<file path="src/rtl/core/mbe_pkg.sv">
`timescale 1ns / 1ps
// ----------------------------------------------------------------------------
// Mandelbrot escape-time package
// Shared widths, register indexes and the types that pass between modules.
// ----------------------------------------------------------------------------
package mbe_pkg;

  localparam int FRAC_BITS  = 28;
  localparam int DATA_W     = 32;
  localparam int PROD_W     = 64;
  localparam int COUNT_W    = 16;
  localparam int INDEX_W    = 12;
  localparam int CFG_IDX_W  = 3;
  localparam int STEP_PROD_W = DATA_W + INDEX_W + 1;

  localparam logic [CFG_IDX_W-1:0] CFG_ORIGIN_REAL     = 3'd0;
  localparam logic [CFG_IDX_W-1:0] CFG_ORIGIN_IMAG     = 3'd1;
  localparam logic [CFG_IDX_W-1:0] CFG_STEP_REAL       = 3'd2;
  localparam logic [CFG_IDX_W-1:0] CFG_STEP_IMAG       = 3'd3;
  localparam logic [CFG_IDX_W-1:0] CFG_ITERATION_LIMIT = 3'd4;

  localparam logic [COUNT_W-1:0] LIMIT_RESET = 16'd4096;

  localparam logic signed [PROD_W-1:0] NORM_LIMIT = 64'sd4 <<< FRAC_BITS;

  typedef struct packed {
    logic signed [DATA_W-1:0] origin_real;
    logic signed [DATA_W-1:0] origin_imag;
    logic signed [DATA_W-1:0] step_real;
    logic signed [DATA_W-1:0] step_imag;
    logic [COUNT_W-1:0]       iteration_limit;
  } cfg_t;

  typedef struct packed {
    logic load;
    logic c_add;
    logic square;
    logic update;
    logic result_load;
  } cmd_t;

  typedef struct packed {
    logic finished;
  } status_t;

  function automatic logic signed [DATA_W-1:0] sat32(input logic signed [PROD_W-1:0] x);
    logic signed [PROD_W-1:0] hi;
    logic signed [PROD_W-1:0] lo;
    hi = PROD_W'(32'sh7FFF_FFFF);
    lo = PROD_W'(32'sh8000_0000);
    if (x > hi) begin
      sat32 = 32'sh7FFF_FFFF;
    end else if (x < lo) begin
      sat32 = 32'sh8000_0000;
    end else begin
      sat32 = x[DATA_W-1:0];
    end
  endfunction

endpackage

</file>
<file path="src/rtl/core/mbe_cfg_regs.sv">
`timescale 1ns / 1ps
// ----------------------------------------------------------------------------
// Mandelbrot escape-time configuration registers
// Write-only register file for the view origin, step and iteration limit.
// ----------------------------------------------------------------------------
module mbe_cfg_regs (
  input  logic                         clk,
  input  logic                         rst,
  input  logic                         cfg_write,
  input  logic [mbe_pkg::CFG_IDX_W-1:0] cfg_index,
  input  logic [mbe_pkg::DATA_W-1:0]    cfg_data,
  output mbe_pkg::cfg_t                cfg
);

  always_ff @(posedge clk) begin
    if (rst) begin
      cfg.origin_real     <= '0;
      cfg.origin_imag     <= '0;
      cfg.step_real       <= '0;
      cfg.step_imag       <= '0;
      cfg.iteration_limit <= mbe_pkg::LIMIT_RESET;
    end else if (cfg_write) begin
      case (cfg_index)
        mbe_pkg::CFG_ORIGIN_REAL:     cfg.origin_real     <= cfg_data;
        mbe_pkg::CFG_ORIGIN_IMAG:     cfg.origin_imag     <= cfg_data;
        mbe_pkg::CFG_STEP_REAL:       cfg.step_real       <= cfg_data;
        mbe_pkg::CFG_STEP_IMAG:       cfg.step_imag       <= cfg_data;
        mbe_pkg::CFG_ITERATION_LIMIT: cfg.iteration_limit <= cfg_data[mbe_pkg::COUNT_W-1:0];
        default: begin
        end
      endcase
    end
  end

endmodule

</file>
<file path="config.mk">
export PLATFORM = sky130hd
export DESIGN_NAME = mbe_cfg_regs
export DESIGN_NICKNAME = d
export VERILOG_FILES = /design/src/rtl/core/mbe_pkg.sv /design/src/rtl/core/mbe_cfg_regs.sv
export SDC_FILE = /design/constraint.sdc
export NUM_CORES = 1
export LEC_CHECK = 0
export BUFFER_PORTS_ARGS = -buffer_cell sky130_fd_sc_hd__buf_2
export CAP_MARGIN = 20
export CORE_MARGIN = 1.5
export CORE_UTILIZATION = 54
export DETAILED_ROUTE_END_ITERATION = 8
export PLACE_DENSITY = 0.84
export SLEW_MARGIN = 20
export SYNTH_ARGS = -nofsm -noshare
export SYNTH_HDL_FRONTEND = slang
export SYNTH_SLANG_ARGS = --single-unit
</file>
<file path="constraint.sdc">
create_clock -name clk -period 1.75 [get_ports clk]
set_input_delay 0.175 -clock clk [delete_from_list [all_inputs] [get_ports clk]]
set_output_delay 0.175 -clock clk [all_outputs]
set_load 0.03 [all_outputs]
</file>
======== Word-level counts from Yosys, hierarchy flattened ========
Index checks and enable logic that the tools add are counted.
word-level totals
  register bits after elaboration ......... 144
  input port bits ......................... 38
  output and inout port bits .............. 144
  logic and storage cells ................. 15
operators by class
  eq/ne operators ......................... 4
  reductions and logical operators ........ 6
operators with widths
  cell                                                                   count
  2-bit AND reduction                                                    5
  3-bit by 2-bit equality test with 1-bit output, second input constant  2
  3-bit by 1-bit equality test with 1-bit output, second input constant  1
  3-bit equality test, second input constant                             1
  3-bit logical NOT                                                      1

======== Longest topological paths before layout ========
  word-level depth ........................ 2
  depth in mapped cells ................... 4
  gate-level depth less buffers ........... 2

======== Worst setup path before layout ========
Ideal clock, no wire load.
  path type ............................... in2reg
  from .................................... in cfg_index[0] in the netlist's numbering
  to ...................................... reg cfg[133] in the netlist's numbering
  library setup time ...................... 0.121 ns
  arrival time ............................ 0.974 ns
  required time ........................... 1.629 ns
  path slack .............................. 0.655 ns
  stages .................................. 3
  buffers on the path ..................... 1
  cells stage by stage .................... or4b_1 -> buf_6 -> mux2i_1
on the way
  cells in the longest elaborated chain, start to end .. 2
ends and longest elaborated chain
  item                                  RTL line            RTL
  start: declaration                    mbe_cfg_regs.sv:10  input logic [mbe_pkg::CFG_IDX_W-1:0] cfg_index,
  3-bit logical NOT                     mbe_cfg_regs.sv:23  case (cfg_index)
  2-bit AND reduction (no source line)  -
  end: declaration                      mbe_cfg_regs.sv:12  output mbe_pkg::cfg_t cfg
Every way passes these cells.
A chain may end at the register's enable or synchronous reset.

======== Worst setup path after layout ========
  from .................................... reg cfg[134] in the netlist's numbering
  to ...................................... out cfg[134] in the netlist's numbering
No word-level cell between the ends.

==> impl_results.md <==
- Status: finished, final reports clean
- Cell count after synthesis: 507
- Synthesized net count: 545
- Startpoint types: register
- Remaining DRCs: 0
- Complex-gate fraction of the synthesized area: 0%
- CTS Buf Count: 17
- Synth Area in XOR/XNOR: 0%
- Largest family of logic cells by synthesized area: multiplexers
- Total number of vias: 4219
- Post-CTS sizing: 0
- Seq cells post-synth: 144
- Area share of and/or/nand/nor cells after synthesis: 20.9%
- Critical Path RT: 1.57 ns
- Die Wd: 106 um
- Endpoints failing hold: 0
- Slew HR: 63.0%
- Period utilization: between 70 and 80%
- Layout Utilization: between 70 and 80%
- Worst Hold Depth: 3
- Worst hold path class: input port to register
- Core Rows: 37
- CP top delay family: flip-flops
- R2r setup slk: 1.08 ns
- Sink Count: 144
- Post-synth cell types: 13
- Per-cell routed wire length: 15.9 um
- Crit-path max cell delay: 0.36 ns
- Core area: 10300 um^2
- Crit end category: output port
- RR Startpoint: cfg[82]
- Clock Path Buffers: 2
- Routed length on met3: 829 um
- DR WL met2: between 6 and 7 mm
- Total grt overflow: 0
- Ports: between 150 and 200
- Syn Std Cell Area: approximately 5700 um^2
- Max FFs per register: around 140
- Placer congestion estimate: 0.796
- WL final: about 13 mm
- Final nets: 732
- Slowest CP cell: dfxtp_1
- Largest regs: cfg: 144 flops
- Critical path class: register to output port
- Clk_skew: 0 ns
- Worst Tran Pin Value: 0.554 ns
- H-tree level count: 4
- All-Layer GR Usage: between 20% and 30%
- Fmax: approximately 0.79 GHz
- Most frequent cells in the layout: buf_2, nand2b_1, mux2i_1, dfxtp_1, clkbuf_16
- R2r worst-path depth: 2
- Tmin final: 1.27 ns
- Die span in y: 106 um
- Max-cap violations: 0
- Pwr dens: approximately 1000 nW/um^2
- Initial antenna violation count: 0
- Root Buffer: clkbuf_8
- TritonCTS clock tree: yes
- Commonest non-fill, non-tap cell in the layout: buf_2
- WP buf/inv: 1
- Setup TNS: 0 ns
- HPWL Detailed: 9.30 mm
- Adder-cell area share of the yosys netlist: 0%
- Storage element area: 2880 um^2
- Seq/Total Area, Yosys: 50.7%
- Pre-Repair DR Iteration Count: 6
- Hold slack final: 0.0211 ns
- Avg Cell Area, Syn: about 11 um^2
- Unrepaired setup endpoints after global routing: false
- Final setup fails: 0
- Layout cell share with drive strength beyond 1: 32.4%
- Mux contribution to synthesized area: between 20% and 30%
- Static leakage: 3.93 nW
- Iter 0 DRT Violations: ~170
- Largest net degree at the start of global routing: 44
- Area delta synth->final: 31.2%
- Clk Latency, worst-skew pair: 0.51 ns
- Buffers on Ports: 181
- Slew Viols, Final: 0
- Die area: 11200 um^2
- Worst-path clk slew: around 0.06 ns
- WP data arrival: ~1.1 ns
- Fill cells: 745
- DR vias/cell: 5.00
- Peak VDD IR: between 0.6 and 0.7 mV
- Maximum fanout along the worst path: 2
- Hold Crit Endpoint: cfg[53]
- Cell Chain, Critical Path: buf_2
- Metal-1 WL: 5.75 mm
- Vias in the first global route: roughly 4300
- Top layer reached by signal wires: met4
- ANT nets after route: 0
- Hold path startpoint: cfg_data[5]
- Area of the multi-input gates: roughly 2700 um^2
- Starting Density: 55.3%
- YS warnings: 0
- N_diodes: 0
- First-pass GRT wire length: ~21 mm
- R2r endpoint: cfg[82]
- Top reg by flops: cfg
[Yosys cell counts]
master / count / area (um^2)
nand2b_1: 175 / 1090
dfxtp_1: 144 / 2880
mux2i_1: 144 / 1440
clkbuf_1: 19 / 71.3
buf_2: 9 / 45.0
buf_4: 6 / 45.0
nand4bb_1: 3 / 33.8
nor2_1: 2 / 7.51
buf_6: 1 / 11.3
nand4b_1: 1 / 8.76
nor4b_4: 1 / 23.8
nor4bb_1: 1 / 10.0
or4b_1: 1 / 10.0
[kinds of logic after synthesis]
group                  after synthesis
buffers and inverters               35
flip-flops                         144
multiplexers                       144
AND/OR/NAND/NOR                    184
[per-stage QoR]
| step | total power [W] | setup WS, ns | area (um^2) | std cells |
|---|---|---|---|---|
| 3_5_place_dp | 0.00408 | 0.247 | 6800 | 803 |
| 3_3_place_gp | 0.00406 | 0.275 | 6800 | 803 |
| 5_1_grt | 0.00775 | 0.432 | 7460 | 843 |
| 2_1_floorplan | 0.00387 | 0.655 | 5690 | 507 |
| 4_1_cts | 0.00756 | 0.460 | 7460 | 843 |
| 6_report | 0.00750 | 0.482 | 7460 | 843 |
[layout make-up]
cell class	instances	area share, %
Timing Repair Buffer	203	15.7
Multi-Input combinational cell	328	35.6
Sequential cell	144	38.6
Tap cell	136	2.28
Clock inverter	11	1.78
Clock buffer	21	6.02
[how the worst max path moves through the flow]
| stage | startpoint | end | slack (ns) | cells past startpoint |
|---|---|---|---|---|
| after floorplan | cfg_index[0] | cfg[133] | 0.66 | 3 |
| after global placement | cfg_index[0] | cfg[133] | 0.28 | 3 |
| after detailed placement | cfg_index[0] | cfg[139] | 0.25 | 3 |
| after CTS | cfg[82] | cfg[82] | 0.46 | 1 |
| after global routing | cfg[135] | cfg[135] | 0.43 | 1 |
| final | cfg[134] | cfg[134] | 0.48 | 1 |
[worst register-to-register path, delay by kind of cell (launching register included)]
kind / cells / cell delay [ns]
DFF: 1 / 0.36
muxes: 1 / 0.16
and+or+nand+nor: 1 / 0.07
[report_power, final]
| group | total (W) | internal (W) | leakage, nW | switching, W |
|---|---|---|---|---|
| logic | 0.000633 | 0.000259 | 2.50 | 0.000374 |
| registers | 0.00339 | 0.00335 | 1.17 | 0.0000387 |
| clock network | 0.00347 | 0.00211 | 0.267 | 0.00136 |
| total | 0.00750 | 0.00572 | 3.93 | 0.00177 |
[per-layer routing]
metal / up-vias / track usage (%)
met2: 137 / 42.8
met1: 2016 / 28.5
met5: - / 0
li1: 2056 / -
met4: 0 / 8.78
met3: 10 / 8.16
[what timing repair did]
item | in CTS | in global routing
buffers inserted | 0 | 0
hold buffers | 8 | 0
hold endpoints to repair | 21 | 0
Power figures use the tool's default switching activity.
