$ cat src/rtl/core/mbe_pkg.sv
`timescale 1ns / 1ps
// ----------------------------------------------------------------------------
// Mandelbrot escape-time package
// Shared widths, register indexes and the types that pass between modules.
// ----------------------------------------------------------------------------
package mbe_pkg;

  localparam int FRAC_BITS  = 28;
  localparam int DATA_W     = 32;
  localparam int PROD_W     = 64;
  localparam int COUNT_W    = 16;
  localparam int INDEX_W    = 12;
  localparam int CFG_IDX_W  = 3;
  localparam int STEP_PROD_W = DATA_W + INDEX_W + 1;

  localparam logic [CFG_IDX_W-1:0] CFG_ORIGIN_REAL     = 3'd0;
  localparam logic [CFG_IDX_W-1:0] CFG_ORIGIN_IMAG     = 3'd1;
  localparam logic [CFG_IDX_W-1:0] CFG_STEP_REAL       = 3'd2;
  localparam logic [CFG_IDX_W-1:0] CFG_STEP_IMAG       = 3'd3;
  localparam logic [CFG_IDX_W-1:0] CFG_ITERATION_LIMIT = 3'd4;

  localparam logic [COUNT_W-1:0] LIMIT_RESET = 16'd4096;

  localparam logic signed [PROD_W-1:0] NORM_LIMIT = 64'sd4 <<< FRAC_BITS;

  typedef struct packed {
    logic signed [DATA_W-1:0] origin_real;
    logic signed [DATA_W-1:0] origin_imag;
    logic signed [DATA_W-1:0] step_real;
    logic signed [DATA_W-1:0] step_imag;
    logic [COUNT_W-1:0]       iteration_limit;
  } cfg_t;

  typedef struct packed {
    logic load;
    logic c_add;
    logic square;
    logic update;
    logic result_load;
  } cmd_t;

  typedef struct packed {
    logic finished;
  } status_t;

  function automatic logic signed [DATA_W-1:0] sat32(input logic signed [PROD_W-1:0] x);
    logic signed [PROD_W-1:0] hi;
    logic signed [PROD_W-1:0] lo;
    hi = PROD_W'(32'sh7FFF_FFFF);
    lo = PROD_W'(32'sh8000_0000);
    if (x > hi) begin
      sat32 = 32'sh7FFF_FFFF;
    end else if (x < lo) begin
      sat32 = 32'sh8000_0000;
    end else begin
      sat32 = x[DATA_W-1:0];
    end
  endfunction

endpackage

$ cat src/rtl/core/mbe_controller.sv
`timescale 1ns / 1ps
// ----------------------------------------------------------------------------
// Mandelbrot escape-time controller
// Sequences one pixel at a time and owns both channel handshakes.
// ----------------------------------------------------------------------------
module mbe_controller (
  input  logic              clk,
  input  logic              rst,
  input  logic              in_valid,
  output logic              in_stall,
  output logic              out_valid,
  input  logic              out_stall,
  input  mbe_pkg::status_t  status,
  output mbe_pkg::cmd_t     cmd
);

  localparam logic [2:0] ST_IDLE = 3'd0;
  localparam logic [2:0] ST_CADD = 3'd1;
  localparam logic [2:0] ST_SQ   = 3'd2;
  localparam logic [2:0] ST_CHK  = 3'd3;
  localparam logic [2:0] ST_HOLD = 3'd4;

  logic [2:0] state;
  logic [2:0] state_next;
  logic       out_valid_next;
  logic       slot_free;

  assign in_stall  = (state != ST_IDLE);
  assign slot_free = !out_valid || !out_stall;

  always_comb begin
    cmd        = '0;
    state_next = state;
    case (state)
      ST_IDLE: begin
        if (in_valid) begin
          cmd.load   = 1'b1;
          state_next = ST_CADD;
        end
      end
      ST_CADD: begin
        cmd.c_add  = 1'b1;
        state_next = ST_SQ;
      end
      ST_SQ: begin
        cmd.square = 1'b1;
        state_next = ST_CHK;
      end
      ST_CHK: begin
        if (!status.finished) begin
          cmd.update = 1'b1;
          state_next = ST_SQ;
        end else if (slot_free) begin
          cmd.result_load = 1'b1;
          state_next      = ST_IDLE;
        end else begin
          state_next = ST_HOLD;
        end
      end
      ST_HOLD: begin
        if (slot_free) begin
          cmd.result_load = 1'b1;
          state_next      = ST_IDLE;
        end
      end
      default: begin
        state_next = ST_IDLE;
      end
    endcase
  end

  always_comb begin
    out_valid_next = out_valid;
    if (cmd.result_load) begin
      out_valid_next = 1'b1;
    end else if (out_valid && !out_stall) begin
      out_valid_next = 1'b0;
    end
  end

  always_ff @(posedge clk) begin
    if (rst) begin
      state     <= ST_IDLE;
      out_valid <= 1'b0;
    end else begin
      state     <= state_next;
      out_valid <= out_valid_next;
    end
  end

endmodule

$ cat config.mk
export PLATFORM = sky130hd
export DESIGN_NAME = mbe_controller
export DESIGN_NICKNAME = d
export VERILOG_FILES = /design/src/rtl/core/mbe_pkg.sv /design/src/rtl/core/mbe_controller.sv
export SDC_FILE = /design/constraint.sdc
export NUM_CORES = 1
export LEC_CHECK = 0
export BUFFER_PORTS_ARGS = -buffer_cell sky130_fd_sc_hd__buf_2
export CAP_MARGIN = 20
export CORE_AREA = 5 5 42 44
export DETAILED_ROUTE_END_ITERATION = 10
export DIE_AREA = 0 0 47 49
export PLACE_DENSITY_LB_ADDON = 0.12
export SYNTH_ARGS = -nofsm -noshare
export SYNTH_HDL_FRONTEND = slang
export SYNTH_SLANG_ARGS = --single-unit
$ cat constraint.sdc
create_clock -name clk -period 2.3 [get_ports clk]
set_clock_uncertainty 0.05 [all_clocks]
set_input_delay 0.115 -clock clk [delete_from_list [all_inputs] [get_ports clk]]
set_output_delay 0.115 -clock clk [all_outputs]
set_load 0.01 [all_outputs]
* Word level (Yosys, flattened, before mapping)
Index checks and enable logic that the tools add are counted.
** Storage, ports and cells
- Word-level logic and storage cells :: 32
- Output and inout port bits :: 7
- Flip-flop bits (word level) :: 4
- Input bits :: 5
** Cells by class
- Equality and inequality tests :: 6
- Mux-type cells :: 16
- Reduce and logical (&&, ||, !) cells :: 8
** Operators with widths (number)
- 3-bit one-hot mux with 5 select lines :: 1
- 3-bit 2-to-1 mux :: 4
- 1-bit 2-to-1 mux :: 10
- 3-bit by 2-bit equality test with 1-bit output (second input constant) :: 2
- 2-bit inequality test (second input constant) :: 2
- 3-bit by 1-bit equality test with 1-bit output (second input constant) :: 1
- 3-bit equality test (second input constant) :: 1
- 3-bit logical NOT :: 1
- 3-bit nonzero test :: 1
- 1-bit logical NOT :: 2
- 1-bit one-hot mux with 2 select lines :: 1
- 2-bit AND reduction :: 1
- 2-bit nonzero test :: 1
- 1-bit logical AND :: 1
- 1-bit logical OR :: 1

* Logic depth before layout (Yosys ltp)
Gate-level depths: netlist of the first run.
- Word-level depth :: 6
- Gate-level depth with buffers :: 3
- Gate-level depth less buffers :: 2

* Worst setup path after synthesis of the first run
No wires, ideal clock.
- Kind :: reg2out
- Start :: register state[2]
- End :: output port cmd[0] (netlist bit)
- Cell stages (with the launch flop) :: 4
- Arrival :: 1.035 ns
- Path slack :: 1.100 ns
- Data required time :: 2.135 ns
- Cells stage by stage :: dfxtp_1 -> or3b_4 -> a21boi_1 -> buf_4
** RTL lines
- start: declaration :: RTL line mbe_controller.sv:23 : logic [2:0] state;
- start signal: assignment :: RTL line mbe_controller.sv:86 : state <= state_next;
- end: declaration :: RTL line mbe_controller.sv:14 : output mbe_pkg::cmd_t cmd

==> results of run 1 <==
==> power by group <==
part | internal [uW] | leakage [uW] | switching (uW)
clock network | 58.3 | 0.0000138 | 27.5
registers | 73.1 | 0.0000327 | 5.93
logic | 13.6 | 0.0000938 | 13.6
==> final timing paths <==
check                           startpoint         to  slack [ns]
worst max-delay path              state[2]     cmd[0]        0.79
worst min-delay path                   rst  out_valid        0.06
worst max register to register    state[2]   state[2]        1.12
worst min register to register   out_valid   state[2]        0.46
==> state kept, by name (all words and copies together), names as in the netlist <==
signal     cells
state          3
out_valid      1
==> cells in the mapped netlist <==
| cell type | instances |
|---|---|
| and3_1 | 1 |
| a21boi_1 | 1 |
| nor3b_1 | 2 |
| nor2_1 | 3 |
| nand4b_1 | 1 |
| nand2_1 | 1 |
| or3b_4 | 1 |
| a31oi_1 | 1 |
| buf_4 | 1 |
| nor4_1 | 2 |
| a211oi_2 | 1 |
| inv_1 | 1 |
| dfxtp_1 | 4 |
| and4bb_2 | 1 |
| or3_1 | 1 |
==> area by class of cell <==
| class | instances | area [sq um] | area share |
|---|---|---|---|
| timing repair buffer | 11 | 55.1 | 0.186 |
| sequential | 4 | 80.1 | 0.271 |
| tap | 16 | 20.0 | 0.0678 |
| inverter | 1 | 3.75 | 0.0127 |
| clock buffer | 3 | 22.5 | 0.0763 |
| multi-input combinational | 16 | 114 | 0.386 |
==> kinds of logic (layout without fill, tap and decap cells) <==
group	after synthesis	count (layout)	synth area share
AND/OR/NAND/NOR	13	13	0.427
flip-flops	4	4	0.390
buffers and inverters	2	15	0.0549
AO/OA/AOI/OAI	3	3	0.128
==> worst max-delay path, delay by kind of cell (launching register included) <==
family / cells / cell delay [ns]
AO/OA/AOI/OAI: 1 / 0.12
buffers and inverters: 1 / 0.14
flip-flops: 1 / 0.43
AND/OR/NAND/NOR: 1 / 0.43
==> per-layer routing <==
| layer | vias up | track usage |
|---|---|---|
| li1 | 110 | - |
| met1 | 91 | 0.0771 |
| met2 | 7 | 0.0701 |
| met3 | 0 | 0.0443 |
| met4 | 0 | 0.0415 |
| met5 | - | 0 |
==> per-stage QoR <==
stage | utilization | hold slack [ns]
final | 0.211 | 0.0625
after global routing | 0.211 | 0.0543
after detailed placement | 0.195 | 0.309
after CTS | 0.211 | 0.0562
after global placement | 0.195 | 0.296
after floorplan | - | 0.134
==> metrics.csv, run 1 <==
stage,metric,value,unit
sta,max_freq,662,MHz
clock_network,clk_pin_slew,0.04,ns
floorplanning,die_x,47,um
logic_synthesis,yosys_register_bits,4,
routing,wl_met1,239,um
logic_synthesis,ys_seq_area_frac,0.390,
layout,layout.nets,42,
clock_network,clk_root_buffer_cell,clkbuf_4,
clock_network,clockBufferDepth,2,
global_route,antenna_found_initial,0,
sta,rsz0062_at_grt,no,
clock_network,clkLatencyLatePin,0.23,ns
global_route,grt_pass1_wl,952,um
sta,timing.final.crit_share,0.657,
global_route,grt.overflow.total,0,
floorplanning,start_util,0.146,
critical_path,critPathSlowestCell,dfxtp_1,
routing,route.vias.total,208,
routing,highest_layer,met3,
flow_run,maxCapViolCount,0,
routing,dr.pass1.iters,3,
sta,worst_pin_slew,0.249,ns
critical_path,critPathArrivalTime,1.35,ns
logic_synthesis,avgSynthCellArea,9.33,sq um
pwr,p_per_area,650,nW/um^2
sta,finalMaxSlewViolations,0,
critical_path,worst_setup_path_end_kind,output port,
clock_network,cts_sinks,4,
sta,fin_setup_tns,0,ns
critical_path,crit_chain,or3b_4 > a21boi_1 > buf_2,
floorplanning,die_y,49,um
clock_network,cts-htree-levels,1,
critical_path,critPathKind,reg -> out,
layout,final_cells,51,
routing,drt-initial-drc-count,3,
critical_path,start_kind,register,
logic_synthesis,yosys_warnings,0,
critical_path,path_max_fanout,8,
global_route,grt_pass1_vias,212,
routing,dr_wl_met3,54,um
sta,setup_slack,0.789,ns
sta,setup_viol,0,
placement,gp_congestion,0.610,
logic_synthesis,synth_cells,22,
pwr,vdd_drop_max,236,uV
global_route,grt_max_degree,10,
pwr,p_leak,0.000140,uW
clock_network,cts_tree,yes,
global_route,grtUsageTotal,0.0613,
layout,area_delta_synth_final,43.9,%
logic_synthesis,post_synth_num_cell_types,15,
logic_synthesis,synth_top_area_cell,dfxtp_1,
sta,min_period,1.51,ns
sta,final_hold_viol_count,0,
clock_network,hold_buffers,0,
placement,dpl-instance-area,273,sq um
pwr,power,192,uW
floorplanning,dieArea,2300,sq um
layout,drive_gt1_frac,0.486,
layout,layout_commonest_cell,buf_2,
floorplanning,rows,14,
routing,wirelength,530,um
floorplanning,core_area,1400,sq um
routing,final_antenna_net_count,0,
clock_network,cts-buffers-inserted,3,
clock_network,cts_setup_buffers,0,
layout,num_antenna_cells,0,
clock_network,cts_resized,0,
layout,final_cell_mix,"11 x buf_2, 4 x dfxtp_1, 3 x nor2_1, 3 x clkbuf_4",
routing,wl_per_cell,10.4,um
logic_synthesis,synth_area,205,sq um
placement,dp_cells,48,
logic_synthesis,syn-num-nets,27,
layout,fin_area,295,sq um
logic_synthesis,netlist.area_leader.share,0.390,
layout,nFillCells,171,
routing,viasPerCell,4.08,
floorplanning,pin_count,12,
worst_hold_path,min_path_cells,2,
logic_synthesis,synth.area.top_cells,"dfxtp_1 39%, nor3b_1 7.3%, a211oi_2 6.1%",
placement,port_buffers,11,
worst_hold_path,hp-class,in -> reg,
critical_path,crit_required,2.13,ns
placement,dp_slack,1.03,ns
critical_path,worstRegToRegCells,2,
sta,relSlewSlack,0.834,
routing,drcViolationCount,0,
routing,dr_wl_met2,237,um
critical_path,slowest_delay,0.43,ns
run_status,status,"finished, final reports clean",
(Power assumes the default switching activity.)
==> run 2, diff against run 1 <==
clock period = 1.4 ns   (was 2.3 ns; I/O delays follow)
==> run 2 against run 1 <==
Final area is 31% higher; power is 80% higher; critical path type unchanged; first-iteration DRC count is 33% lower; register-to-register slack worse by 0.90 ns; hold slack better by 0.0019 ns.
==> metrics.csv, run 2 (same netlist as run 1, synthesis figures left out) <==
stage,metric,value,unit,change
global_route,grt_pass1_vias,262,,+24%
clock_network,cts-buffers-inserted,3,,unchanged
layout,largest_reg_flops,3,,unchanged
pwr,sw_frac_of_total,0.261,,+0.0164
floorplanning,start_util,0.146,,unchanged
routing,wirelength,613,um,+16%
routing,drt-initial-drc-count,2,,-1
critical_path,worst_setup_path_end_kind,output port,,
sta,finalMaxSlewViolations,0,,unchanged
sta,fin_setup_tns,0,ns,unchanged
worst_hold_path,hp-start,out_stall,,
critical_path,critPathArrivalTime,1.24,ns,-0.11 ns
sta,timing.final.crit_share,0.975,,
global_route,grtUsageTotal,0.0683,,+0.00700
global_route,grt_pass1_wl,1070,um,+12%
clock_network,clkLatencyLatePin,0.24,ns,about the same
pwr,p_seq_frac,0.354,,-0.058
critical_path,path_max_fanout,5,,-3
clock_network,clk_root_buffer_cell,clkbuf_4,,
global_route,grt.overflow.total,0,,unchanged
layout,num_antenna_cells,0,,unchanged
floorplanning,die_y,49,um,unchanged
placement,port_buffers,11,,unchanged
flow_run,maxCapViolCount,0,,unchanged
clock_network,cts_sinks,4,,unchanged
layout,nFillCells,165,,-3.5%
critical_path,reg2reg_to,state[2],,
sta,min_period,1.36,ns,
floorplanning,die_x,47,um,unchanged
layout,final_cells,59,,+16%
routing,dr.pass1.iters,2,,-1
routing,route.vias.total,252,,+21%
layout,layout.nets,50,,+19%
layout,area_delta_synth_final,87.8,%,
sta,setup_viol,0,,unchanged
sta,worst_pin_slew,0.234,ns,-0.0148 ns
critical_path,r2r_slack,0.22,ns,-0.90 ns
pwr,power_frac_comb,0.215,,+0.074
worst_hold_path,min_path_cells,3,,+1
clock_network,cts_tree,yes,,
critical_path,r2r_start,state[2],,
routing,wl_per_cell,10.4,um,about the same
layout,reg_top3,"state x3, out_valid x1",,
layout,layout_commonest_cell,buf_2,,
critical_path,worstRegToRegCells,3,,+1
routing,dr_wl_met3,75,um,+39%
global_route,antenna_found_initial,0,,unchanged
pwr,internal_power,256,uW,+76%
worst_hold_path,hp-class,in -> reg,,
sta,holdWs,0.0644,ns,+0.00194 ns
floorplanning,core_area,1400,sq um,unchanged
layout,regMostFlops,state,,
routing,viasPerCell,4.27,,+4.7%
placement,gp_congestion,0.594,,-2.6%
run_status,status,"finished, final reports clean",,
sta,setup_slack,0.0351,ns,-0.754 ns
placement,dp_hpwl,401,um,
worst_hold_path,holdPathEnd,state[2],,
sta,final_hold_viol_count,0,,unchanged
sta,rsz0062_at_grt,yes,,
placement,dp_cells,48,,unchanged
critical_path,critPathKind,reg -> out,,
pwr,vdd_drop_max,517,uV,+120%
clock_network,clk_pin_slew,0.04,ns,about the same
routing,final_antenna_net_count,0,,unchanged
floorplanning,rows,14,,unchanged
pwr,switchingPower,90.4,uW,+92%
routing,wl_met1,237,um,-0.84%
routing,dr_wl_met2,300,um,+27%
floorplanning,dieArea,2300,sq um,unchanged
layout,drive_gt1_frac,0.698,,+0.212
placement,dp_slack,0.150,ns,-0.876 ns
pwr,p_per_area,898,nW/um^2,+38%
critical_path,crit_required,1.28,ns,-0.85 ns
routing,highest_layer,met3,,
clock_network,cts-htree-levels,1,,unchanged
clock_network,clockBufferDepth,2,,unchanged
pwr,power.share.clock,0.431,,-0.016
pwr,p_leak,0.000187,uW,+33%
layout,final_cell_mix,"11 x buf_2, 6 x buf_4, 3 x clkbuf_4, 3 x dfxtp_4",,
sta,relSlewSlack,0.842,,+0.00865
sta,max_freq,733,MHz,
routing,drcViolationCount,0,,unchanged
floorplanning,pin_count,12,,unchanged
global_route,grt_max_degree,7,,-3
critical_path,start_kind,register,,
==> run 2: power by group through the flow <==
stage	Sequential, uW	Clock [uW]	Combinational (uW)
5_1_grt	123	172	81.4
3_5_place_dp	132	0	45.5
6_report	123	149	74.4
3_3_place_gp	132	0	45.1
2_1_floorplan	129	0	24.4
4_1_cts	122	154	67.4
==> run 2: how the worst max path moves through the flow <==
stage	from	end	cells past startpoint
final	state[2]	cmd[0]	3
after global routing	state[1]	cmd[4]	4
after CTS	state[2]	cmd[0]	3
after detailed placement	state[2]	cmd[0]	3
after global placement	state[2]	cmd[0]	3
after floorplan	state[2]	cmd[0]	3
==> run 2: metrics by stage <==
step,area (sq um),util,power [uW]
after detailed placement,273,0.195,177
after global routing,385,0.275,377
after global placement,273,0.195,177
after floorplan,205,-,154
after CTS,362,0.258,344
final,385,0.275,346
==> run 2: timing repair <==
action	CTS	global route
pin swaps	2	2
hold buffers	1	0
setup buffers	6	1
gates resized for setup	6	4
endpoints found under the setup margin	1	3
endpoints found under the hold margin	2	0
==> run 2: final cells by class <==
cell class	count	area, sq um	share of cell area
Timing Repair Buffer	19	121	0.315
Multi-Input combinational cell	16	126	0.328
Clock buffer	3	22.5	0.0584
Sequential cell	4	91.3	0.237
Tap cell	16	20.0	0.0519
Inverter	1	3.75	0.00974
==> run 2: per-layer routing <==
metal / GRT usage / vias up
met5: 0 / -
met4: 0.0138 / 0
met3: 0.0664 / 0
met2: 0.106 / 11
met1: 0.0637 / 114
li1: - / 127
==> run 2: worst max-delay path, stage by stage (launching register included) <==
cell and delay [ns]:
dfxtp_4 0.35, or3b_4 0.39, a21boi_1 0.13, buf_2 0.15
